<file path="config.mk">
export PLATFORM = sky130hd
export DESIGN_NAME = sync_framed_packet_receiver
export DESIGN_NICKNAME = d
export VERILOG_FILES = /design/src/hdl/sfpr_pkg.sv /design/src/hdl/sfpr_parser.sv /design/src/hdl/sync_framed_packet_receiver.sv
export SDC_FILE = /design/constraint.sdc
export NUM_CORES = 1
export LEC_CHECK = 0
export BUFFER_PORTS_ARGS = -buffer_cell sky130_fd_sc_hd__buf_2
export CAP_MARGIN = 20
export CORE_MARGIN = 3
export CORE_UTILIZATION = 54
export DETAILED_ROUTE_END_ITERATION = 6
export PLACE_DENSITY = 0.76
export RECOVER_POWER = 50
export SYNTH_ARGS = -nofsm -noshare
export SYNTH_HDL_FRONTEND = slang
export SYNTH_SLANG_ARGS = --single-unit
export TNS_END_PERCENT = 100
</file>
<file path="constraint.sdc">
create_clock -name i_clk -period 6.6 [get_ports i_clk]
set_input_delay 1.32 -clock i_clk [delete_from_list [all_inputs] [get_ports i_clk]]
set_output_delay 1.32 -clock i_clk [all_outputs]
set_load 0.1 [all_outputs]
</file>
<file path="src/hdl/sfpr_pkg.sv">
`default_nettype none

package sfpr_pkg;

    localparam int unsigned BYTE_W    = 8;
    localparam int unsigned LEN_W     = 16;
    localparam int unsigned KIND_W    = 2;
    localparam int unsigned CFG_IDX_W = 2;
    localparam int unsigned CFG_W     = 16;

    // register indexes of the configuration port
    localparam logic [CFG_IDX_W-1:0] CFG_SYNC_FIRST  = 2'd0;
    localparam logic [CFG_IDX_W-1:0] CFG_SYNC_SECOND = 2'd1;
    localparam logic [CFG_IDX_W-1:0] CFG_MAX_PAYLOAD = 2'd2;

    localparam logic [BYTE_W-1:0] SYNC_FIRST_RST  = 8'hB5;
    localparam logic [BYTE_W-1:0] SYNC_SECOND_RST = 8'h62;
    localparam logic [LEN_W-1:0]  MAX_PAYLOAD_RST = 16'hFFFF;

    typedef enum logic [KIND_W-1:0] {
        KIND_DATA = 2'd0,
        KIND_GOOD = 2'd1,
        KIND_CSUM = 2'd2,
        KIND_LONG = 2'd3
    } t_kind;

    typedef struct packed {
        logic [LEN_W-1:0]  byte_index;
        logic [LEN_W-1:0]  payload_len;
        logic [BYTE_W-1:0] msg_id;
        logic [BYTE_W-1:0] class_id;
        logic [BYTE_W-1:0] out_data;
        t_kind             kind;
    } t_result;

endpackage : sfpr_pkg

`default_nettype wire

</file>
<file path="src/hdl/sfpr_parser.sv">
`default_nettype none

module sfpr_parser
    import sfpr_pkg::*;
(
    input  wire logic                 i_clk,
    input  wire logic                 i_rst_n,
    input  wire logic                 i_cfg_we,
    input  wire logic [CFG_IDX_W-1:0] i_cfg_addr,
    input  wire logic [CFG_W-1:0]     i_cfg_data,
    input  wire logic                 i_valid,
    input  wire logic [BYTE_W-1:0]    i_byte,
    output logic                      o_res_valid,
    output t_result                   o_res
);

    typedef enum logic [8:0] {
        PH_SYNC1 = 9'b000000001,
        PH_SYNC2 = 9'b000000010,
        PH_CLASS = 9'b000000100,
        PH_MSG   = 9'b000001000,
        PH_LENLO = 9'b000010000,
        PH_LENHI = 9'b000100000,
        PH_DATA  = 9'b001000000,
        PH_CKA   = 9'b010000000,
        PH_CKB   = 9'b100000000
    } t_phase;

    logic [BYTE_W-1:0] r_sync_first, r_sync_second;
    logic [LEN_W-1:0]  r_max_payload;

    t_phase            r_phase, n_phase;
    logic [BYTE_W-1:0] r_sum_a, n_sum_a, r_sum_b, n_sum_b;
    logic [BYTE_W-1:0] r_class, n_class, r_msg, n_msg, r_check_a, n_check_a;
    logic [LEN_W-1:0]  r_len, n_len, r_seen, n_seen;

    logic [BYTE_W-1:0] add_a, add_b;
    logic [LEN_W-1:0]  len_full, seen_inc;

    assign add_a    = r_sum_a + i_byte;
    assign add_b    = r_sum_b + add_a;
    assign len_full = {i_byte, r_len[BYTE_W-1:0]};
    assign seen_inc = r_seen + 1'b1;

    always_ff @(posedge i_clk) begin
        if (!i_rst_n) begin
            r_sync_first  <= SYNC_FIRST_RST;
            r_sync_second <= SYNC_SECOND_RST;
            r_max_payload <= MAX_PAYLOAD_RST;
        end else if (i_cfg_we) begin
            case (i_cfg_addr)
                CFG_SYNC_FIRST:  r_sync_first  <= i_cfg_data[BYTE_W-1:0];
                CFG_SYNC_SECOND: r_sync_second <= i_cfg_data[BYTE_W-1:0];
                CFG_MAX_PAYLOAD: r_max_payload <= i_cfg_data[LEN_W-1:0];
                default: ;
            endcase
        end
    end

    always_comb begin
        n_phase     = r_phase;
        n_sum_a     = r_sum_a;
        n_sum_b     = r_sum_b;
        n_class     = r_class;
        n_msg       = r_msg;
        n_len       = r_len;
        n_seen      = r_seen;
        n_check_a   = r_check_a;
        o_res_valid = 1'b0;
        o_res.kind        = KIND_DATA;
        o_res.out_data    = '0;
        o_res.byte_index  = '0;
        case (r_phase)
            PH_SYNC2: begin
                if (i_byte == r_sync_second) begin
                    n_phase = PH_CLASS;
                    n_sum_a = '0;
                    n_sum_b = '0;
                    n_seen  = '0;
                end else if (i_byte != r_sync_first) begin
                    n_phase = PH_SYNC1;
                end
            end
            PH_CLASS: begin
                n_class = i_byte;
                n_sum_a = add_a;
                n_sum_b = add_b;
                n_phase = PH_MSG;
            end
            PH_MSG: begin
                n_msg   = i_byte;
                n_sum_a = add_a;
                n_sum_b = add_b;
                n_phase = PH_LENLO;
            end
            PH_LENLO: begin
                n_len   = {{(LEN_W-BYTE_W){1'b0}}, i_byte};
                n_sum_a = add_a;
                n_sum_b = add_b;
                n_phase = PH_LENHI;
            end
            PH_LENHI: begin
                n_len   = len_full;
                n_sum_a = add_a;
                n_sum_b = add_b;
                n_seen  = '0;
                if (len_full > r_max_payload) begin
                    o_res_valid = 1'b1;
                    o_res.kind  = KIND_LONG;
                    n_phase     = PH_SYNC1;
                end else if (len_full == '0) begin
                    n_phase = PH_CKA;
                end else begin
                    n_phase = PH_DATA;
                end
            end
            PH_DATA: begin
                n_sum_a          = add_a;
                n_sum_b          = add_b;
                o_res_valid      = 1'b1;
                o_res.kind       = KIND_DATA;
                o_res.out_data   = i_byte;
                o_res.byte_index = r_seen;
                n_seen           = seen_inc;
                if (seen_inc >= r_len) n_phase = PH_CKA;
            end
            PH_CKA: begin
                n_check_a = i_byte;
                n_phase   = PH_CKB;
            end
            PH_CKB: begin
                o_res_valid = 1'b1;
                if (r_check_a == r_sum_a && i_byte == r_sum_b) o_res.kind = KIND_GOOD;
                else o_res.kind = KIND_CSUM;
                n_phase = PH_SYNC1;
            end
            default: begin
                // also covers codes that are not a legal phase
                n_phase = (i_byte == r_sync_first) ? PH_SYNC2 : PH_SYNC1;
            end
        endcase
        // the only field taken from updated state is the length
        o_res.class_id    = r_class;
        o_res.msg_id      = r_msg;
        o_res.payload_len = n_len;
        o_res_valid       = o_res_valid & i_valid;
    end

    always_ff @(posedge i_clk) begin
        if (!i_rst_n) begin
            r_phase   <= PH_SYNC1;
            r_sum_a   <= '0;
            r_sum_b   <= '0;
            r_class   <= '0;
            r_msg     <= '0;
            r_len     <= '0;
            r_seen    <= '0;
            r_check_a <= '0;
        end else if (i_valid) begin
            r_phase   <= n_phase;
            r_sum_a   <= n_sum_a;
            r_sum_b   <= n_sum_b;
            r_class   <= n_class;
            r_msg     <= n_msg;
            r_len     <= n_len;
            r_seen    <= n_seen;
            r_check_a <= n_check_a;
        end
    end

endmodule : sfpr_parser

`default_nettype wire

</file>
<file path="src/hdl/sync_framed_packet_receiver.sv">
// throughput: one byte per cycle while the skid register is empty; the parser state machine
//   and the checksum adders finish each byte in the cycle it is taken
// a two-entry output stage (result register plus skid register) keeps input flowing
//   while one result waits on the master side
// reset: synchronous, active low; all but the output payload registers return to their reset values, hunt for sync
`default_nettype none

module sync_framed_packet_receiver
    import sfpr_pkg::*;
(
    input  wire logic                 i_clk,
    input  wire logic                 i_rst_n,
    // configuration writes: 0 sync_first, 1 sync_second, 2 max_payload
    input  wire logic                 i_cfg_we,
    input  wire logic [CFG_IDX_W-1:0] i_cfg_addr,
    input  wire logic [CFG_W-1:0]     i_cfg_data,
    // received byte stream
    input  wire logic                 s_axis_tvalid,
    output logic                      s_axis_tready,
    input  wire logic [7:0]           s_axis_tdata,   // [7:0] in_byte
    // result stream
    output logic                      m_axis_tvalid,
    input  wire logic                 m_axis_tready,
    // [7:0] out_data, [15:8] class_id, [23:16] msg_id, [39:24] payload_len,
    // [55:40] byte_index
    output logic [55:0]               m_axis_tdata,
    output logic [KIND_W-1:0]         m_axis_tuser    // [1:0] kind
);

    logic    accept;
    logic    res_valid;
    t_result res;

    // result register and skid register
    logic    r_out_valid, r_skid_valid;
    t_result r_out, r_skid;
    logic    pop;

    // input is taken whenever the skid slot is free
    assign s_axis_tready = !r_skid_valid;
    assign accept        = s_axis_tvalid && s_axis_tready;
    assign pop           = r_out_valid && m_axis_tready;

    sfpr_parser u_parser (
        .i_clk       (i_clk),
        .i_rst_n     (i_rst_n),
        .i_cfg_we    (i_cfg_we),
        .i_cfg_addr  (i_cfg_addr),
        .i_cfg_data  (i_cfg_data),
        .i_valid     (accept),
        .i_byte      (s_axis_tdata),
        .o_res_valid (res_valid),
        .o_res       (res)
    );

    // control of the two-entry output stage
    always_ff @(posedge i_clk) begin
        if (!i_rst_n) begin
            r_out_valid  <= 1'b0;
            r_skid_valid <= 1'b0;
        end else if (!r_out_valid || pop) begin
            // output slot frees up: skid drains first, else the new result goes straight out
            r_out_valid  <= r_skid_valid || res_valid;
            r_skid_valid <= 1'b0;
        end else if (res_valid) begin
            // output slot still held, park the new result
            r_skid_valid <= 1'b1;
        end
    end

    // payload of the output stage
    always_ff @(posedge i_clk) begin
        if (!r_out_valid || pop) begin
            r_out <= r_skid_valid ? r_skid : res;
        end
        if (r_out_valid && !pop && res_valid) begin
            r_skid <= res;
        end
    end

    assign m_axis_tvalid = r_out_valid;
    assign m_axis_tuser  = r_out.kind;
    assign m_axis_tdata  = {r_out.byte_index, r_out.payload_len, r_out.msg_id,
                            r_out.class_id, r_out.out_data};

endmodule : sync_framed_packet_receiver

`default_nettype wire
</file>
Yosys cells after proc, flatten, opt, wreduce, memory -nomap -nowiden:

Index checks and enable logic that the tools add are counted.

* memory bits (read-only): 0
* word-level logic and storage cells: 97
* memories: 0
* bits in writable memories: 0
* bits in latches: 0
* flip-flop bits (word level): 231
* bits of input ports: 31

* order comparisons: 2
* bitwise logic cells: 2
* $mul: 0
* div/mod/pow operators: 0
* equality and inequality tests: 18
* add/subtract/negate cells: 3
* mux-type cells: 21
* reductions and logical operators: 26
* shift-type cells: 0

Operator list (number)
* case mux 9 bit (8 select lines): 1
* 2-to-1 mux 58 bit: 1
* case mux 16 bit (3 select lines): 1
* == test 8 bit: 4
* 2-to-1 mux 16 bit: 2
* 2-to-1 mux 8 bit: 4
* case mux 16 bit (2 select lines): 1
* case mux 8 bit (2 select lines): 2
* 2-to-1 mux 9 bit: 3
* adder 16 x 1 -> 16 bit (second input constant): 1
* adder 8 bit: 2
* greater-or-equal comparator 16 bit: 1
* greater-than comparator 16 bit: 1
* logical NOT 16 bit: 1
* AND reduction 2 bit: 6
* == test 9 x 2 -> 1 bit (second input constant): 1
* == test 9 x 3 -> 1 bit (second input constant): 1
* == test 9 x 4 -> 1 bit (second input constant): 1
* == test 9 x 5 -> 1 bit (second input constant): 1
* == test 9 x 6 -> 1 bit (second input constant): 1
* == test 9 x 7 -> 1 bit (second input constant): 1
* == test 9 x 8 -> 1 bit (second input constant): 1
* == test 9 bit (second input constant): 1
* AND reduction 3 bit: 3
* 19 further kinds: 30

Logic depth before layout (Yosys ltp):

* depth after elaboration: 5
* gate-level depth with buffers: 16

Modules after synthesis:

Synthesis repeated with hierarchy kept, for this count alone.

* cell total of the unflattened synthesis: 997
* area, all modules: 11225.8 um^2

Modules (own cells, without submodules)
* sfpr_parser: sequential area each 2262.2 um^2, area each 6653.9 um^2, cells an instance 806, times used 1
* sync_framed_packet_receiver: sequential area each 3523.4 um^2, area each 4571.9 um^2, cells an instance 191, times used 1

Least setup slack after synthesis:

No wires, ideal clock.

* path kind: input -> register
* start: input port m_axis_tready
* end: register r_skid[0] (netlist bit) (enable)
* path buffers: 0
* data arrival time: 6448 ps
* setup time: 546 ps
* stages: 3
* path slack: -393 ps
* path through: nor2b_1 > inv_1 > nor3_1

* cells in the longest elaborated chain, start to end: 4

RTL lines
* from (decl): line sync_framed_packet_receiver.sv:23 `input wire logic m_axis_tready,`
* logical AND 1 bit: line sync_framed_packet_receiver.sv:42 `assign pop = r_out_valid && m_axis_tready;`
* logical NOT 1 bit: line sync_framed_packet_receiver.sv:76 `if (r_out_valid && !pop && res_valid) begin`
* logical AND 1 bit (2 in a row): line sync_framed_packet_receiver.sv:76
* to (signal assigned): line sync_framed_packet_receiver.sv:77 `r_skid <= res;`
* to (decl): line sync_framed_packet_receiver.sv:36 `t_result r_out, r_skid;`

No other way between the ends.
A chain may end at the register's enable or synchronous reset.

Worst setup path in the final report:

* start: register u_parser.r_phase[2]
* end: register u_parser.r_sum_b[6]

* cells in the longest elaborated chain, start to end: 4
* elaborated cells between the ends (all ways): 11
* classes of those cells: eq/ne: 7; mux: 1; reduce/logical: 3

RTL lines
* from (decl): line sfpr_parser.sv:32 `t_phase r_phase, n_phase;`
* from (signal assigned): line sfpr_parser.sv:160 `r_phase <= n_phase;`
* == test 9 x 3 -> 1 bit (tied with other cells): line sfpr_parser.sv:73 `case (r_phase)`
* OR reduction 5 bit (no source line)
* nonzero test 2 bit (no source line)
* AND reduction 3 bit (no source line)
* to (signal assigned): line sfpr_parser.sv:162 `r_sum_b <= n_sum_b;`
* to (decl): line sfpr_parser.sv:33 `logic [BYTE_W-1:0] r_sum_a, n_sum_a, r_sum_b, n_sum_b;`

Parallel ways exist; a longest one is shown, timed or not.

==> impl_metrics.tcl <==
set metrics [dict create \
    post_cts_buffers 0 \
    drt_pass1_iterations 5 \
    seqPwrFrac_pct 50.4 \
    start_util_pct 55.3 \
    clkTransAtPathRegs_ns 0.06 \
    cts_tree "built" \
    clk_latency_ns 0.52 \
    peakVddDrop_mv 0.191 \
    crit_family "simple AND/OR/NAND/NOR gates" \
    grt_pass1_vias 7508 \
    fin_crit_sh_pct 76.6 \
    cp-start-kind "register" \
    die_width_um 150 \
    core_area_um2 20300 \
    leakage_nw 5.47 \
    vias 7783 \
    drv_cap 3 \
    synth.area.mux_share_pct 8.03 \
    max_stage_delay_ns 2.10 \
    root_buffer "clkbuf_16" \
    grt_max_degree 116 \
    finalSetupTns_ns 0 \
    dp_hpwl_um 16400 \
    arrival_ns 5.49 \
    syn-cell-area_um2 11200 \
    die_area_um2 22500 \
    htree_levels 1 \
    clk_path_buf_depth 3 \
    holdWs_ns 0.462 \
    fp-row-count 52 \
    portBuffers 90 \
    synth_edf_count 116 \
    grt_overflow 0 \
    worstPathRequired_ns 7.04 \
    p_comb_share_pct 7.0 \
    synth_cell_type_count 66 \
    min_path_type "reg2reg" \
    drt_iter0_markers 494 \
    grt.total_usage_pct 21.7 \
    cts-buffers-inserted 24 \
    path_cells "nor3_1 -> nand2_2 -> nor4_1 -> nor2_1 -> a21oi_1 -> buf_4 -> a32oi_1 -> nor2b_1" \
    drt-vias-per-instance 5.62 \
    status "finished, violations left" \
    yosys.area_share.xor_xnor_pct 4.45 \
    yosysTopAreaCell "edfxtp_1" \
    antenna_found_initial 0 \
    setup_viol 0 \
    crit_type "reg2reg" \
    area_growth_pct 12.0 \
    route.detailed.drc 0 \
    yosys-top-cells-area "edfxtp_1 31%, dfxtp_1 21%, mux2_2 6.4%" \
    violations "max-capacitance violations, max-slew violations" \
    power.density_nw_per_um2 242 \
    ys_seq_area_share_pct 51.5 \
    power_switching_uw 703 \
    power.internal_mw 2.33 \
    die_h_um 150 \
    rsz0062_at_grt "false" \
    synthesis.nets 1106 \
    post_cts_resized 0 \
    grt_pass1_wl_um 39500 \
    final_util_pct 61.9 \
    setup_ws_ns 1.54 \
    worst_pin_slew_ns 4.47 \
    final_layout_size_suffix_gt1_share_pct 17.4 \
    final_cell_mix "116 x edfxtp_1, 115 x dfxtp_1, 114 x nand2_1, 83 x buf_2, 54 x mux2_2" \
    p_sw_share_pct 23.1 \
    synthSimpleGateAreaFrac_pct 15.7 \
    critPathBufInv 1 \
    ys.flop_type "edfxtp_1" \
    clock-sinks 231 \
    critPathMaxFanout 18 \
    synthAdderAreaFrac_pct 5.60 \
    place_congestion 0.856 \
    hold_viol_final 0 \
    fmax_ghz 0.198 \
    layout_commonest_cell "edfxtp_1" \
    clkPwrFrac_pct 42.6 \
    wl_per_cell_um 17.6 \
    synth_cells 1026 \
    crit_slowest_cell "nor4_1" \
    finalClockSkew_ns 0.0131 \
    period_needed_ns 5.06 \
    ys_warn_count 0 \
    antenna_left 0 \
    ys_ff_latch 231 \
    avgSynthCellArea_um2 10.9 \
    ioPinCount 91 \
    synth_compound_area_share_pct 10.9 \
    postCtsHoldBufs 0 \
    nNetsFinal 1176 \
    preCtsSetupSlack_ns 1.96 \
    ys_async_sr_fraction_pct 0 \
    synth_top_area_share_pct 31.0 \
    final-max-slew-violation-count 195 \
    crit_path_end_kind "register" \
    slew_headroom_pct -198 \
    synth_top_family_by_area "simple AND/OR/NAND/NOR gates" \
    wl_um 24300 \
]
-- cell type report --
class	instances	area, um^2
Antenna cell	1	2.50
Clock buffer	31	658
Clock inverter	13	103
Fill cell	1687	7730
Inverter	50	191
Multi-Input combinational cell	691	4980
Sequential cell	231	5790
Tap cell	270	338
Timing Repair Buffer	98	507
-- logic make-up after synthesis --
| family | Yosys count |
|---|---|
| AND/OR/NAND/NOR | 336 |
| flip-flops | 231 |
| AO/OA/AOI/OAI | 167 |
| buffers and inverters | 104 |
| multiplexers | 82 |
| XOR/XNOR | 57 |
| adder cells (fa/ha/maj) | 49 |
-- through the flow --
stage / cells / power (mW) / instance area [um^2]
after floorplan: 1026 / 1.72 / 11200
after global placement: 1338 / 1.76 / 11800
after detailed placement: 1339 / 1.77 / 11900
after CTS: 1383 / 3.06 / 12600
after global routing: 1384 / 3.14 / 12600
final: 1385 / 3.04 / 12600
-- Yosys cell counts, types with 3 or more instances --
cell type,instances
clkbuf_1,34
nand4_1,11
nand3b_1,4
nor2_1,35
o21a_1,8
a21boi_1,4
inv_1,49
edfxtp_1,116
nand3_1,37
o31a_1,3
nor4_1,9
a21oi_1,14
nand2b_1,6
a22oi_1,12
xor2_1,23
nor3_1,14
ha_1,47
mux2_2,64
and3_1,6
nand4b_1,6
nor2b_1,40
o211ai_1,19
and2_1,30
or3_1,6
buf_2,15
nand2_1,114
a21o_1,8
o211a_1,17
a211oi_2,3
o21ai_0,26
a32oi_1,3
dfxtp_1,115
a21boi_0,31
mux2i_1,18
xnor2_1,34
-- worst paths after layout --
check / startpoint / endpoint / slack, ns / cells after the start
max: u_parser.r_phase[2] / u_parser.r_sum_b[6] / 1.54 / 8
min: u_parser.r_class[5] / r_skid[15] / 0.46 / 0
max reg2reg: u_parser.r_phase[2] / u_parser.r_sum_b[6] / 1.54 / 8
min reg2reg: u_parser.r_class[5] / r_skid[15] / 0.46 / 0
-- power by group through the flow --
| stage | sequential [mW] | combinational [mW] | clock [mW] |
|---|---|---|---|
| finish | 1.53 | 0.212 | 1.29 |
| global route | 1.53 | 0.232 | 1.38 |
| CTS | 1.53 | 0.209 | 1.32 |
| detailed placement | 1.56 | 0.208 | 0 |
| global placement | 1.56 | 0.202 | 0 |
| floorplan | 1.61 | 0.112 | 0 |
-- state kept, by name, summed over array words and instances, names as in the netlist, 8 cells and up --
register                cells
m_axis_tdata               56
r_skid                     58
u_parser.r_check_a          8
u_parser.r_class            8
u_parser.r_len             16
u_parser.r_max_payload     16
u_parser.r_msg              8
u_parser.r_phase            9
u_parser.r_seen            16
u_parser.r_sum_a            8
u_parser.r_sum_b            8
u_parser.r_sync_first       8
u_parser.r_sync_second      8
-- per-layer routing --
layer | track usage, % | vias up | part of all wire, %
met4 | 5.40 | 0 | 1.8
met1 | 31.2 | 3744 | 46
met5 | 0 | - | 0
li1 | - | 3814 | -
met3 | 3.25 | 31 | 5.3
met2 | 34.6 | 194 | 46
-- worst reg2reg max path, stage by stage (launching register included) --
cell and delay, ns:
dfxtp_1 0.42, nor3_1 0.60, nand2_2 0.17, nor4_1 2.10, nor2_1 0.35, a21oi_1 0.83
buf_4 0.29, a32oi_1 0.10, nor2b_1 0.13
(Power assumes the default switching activity.)
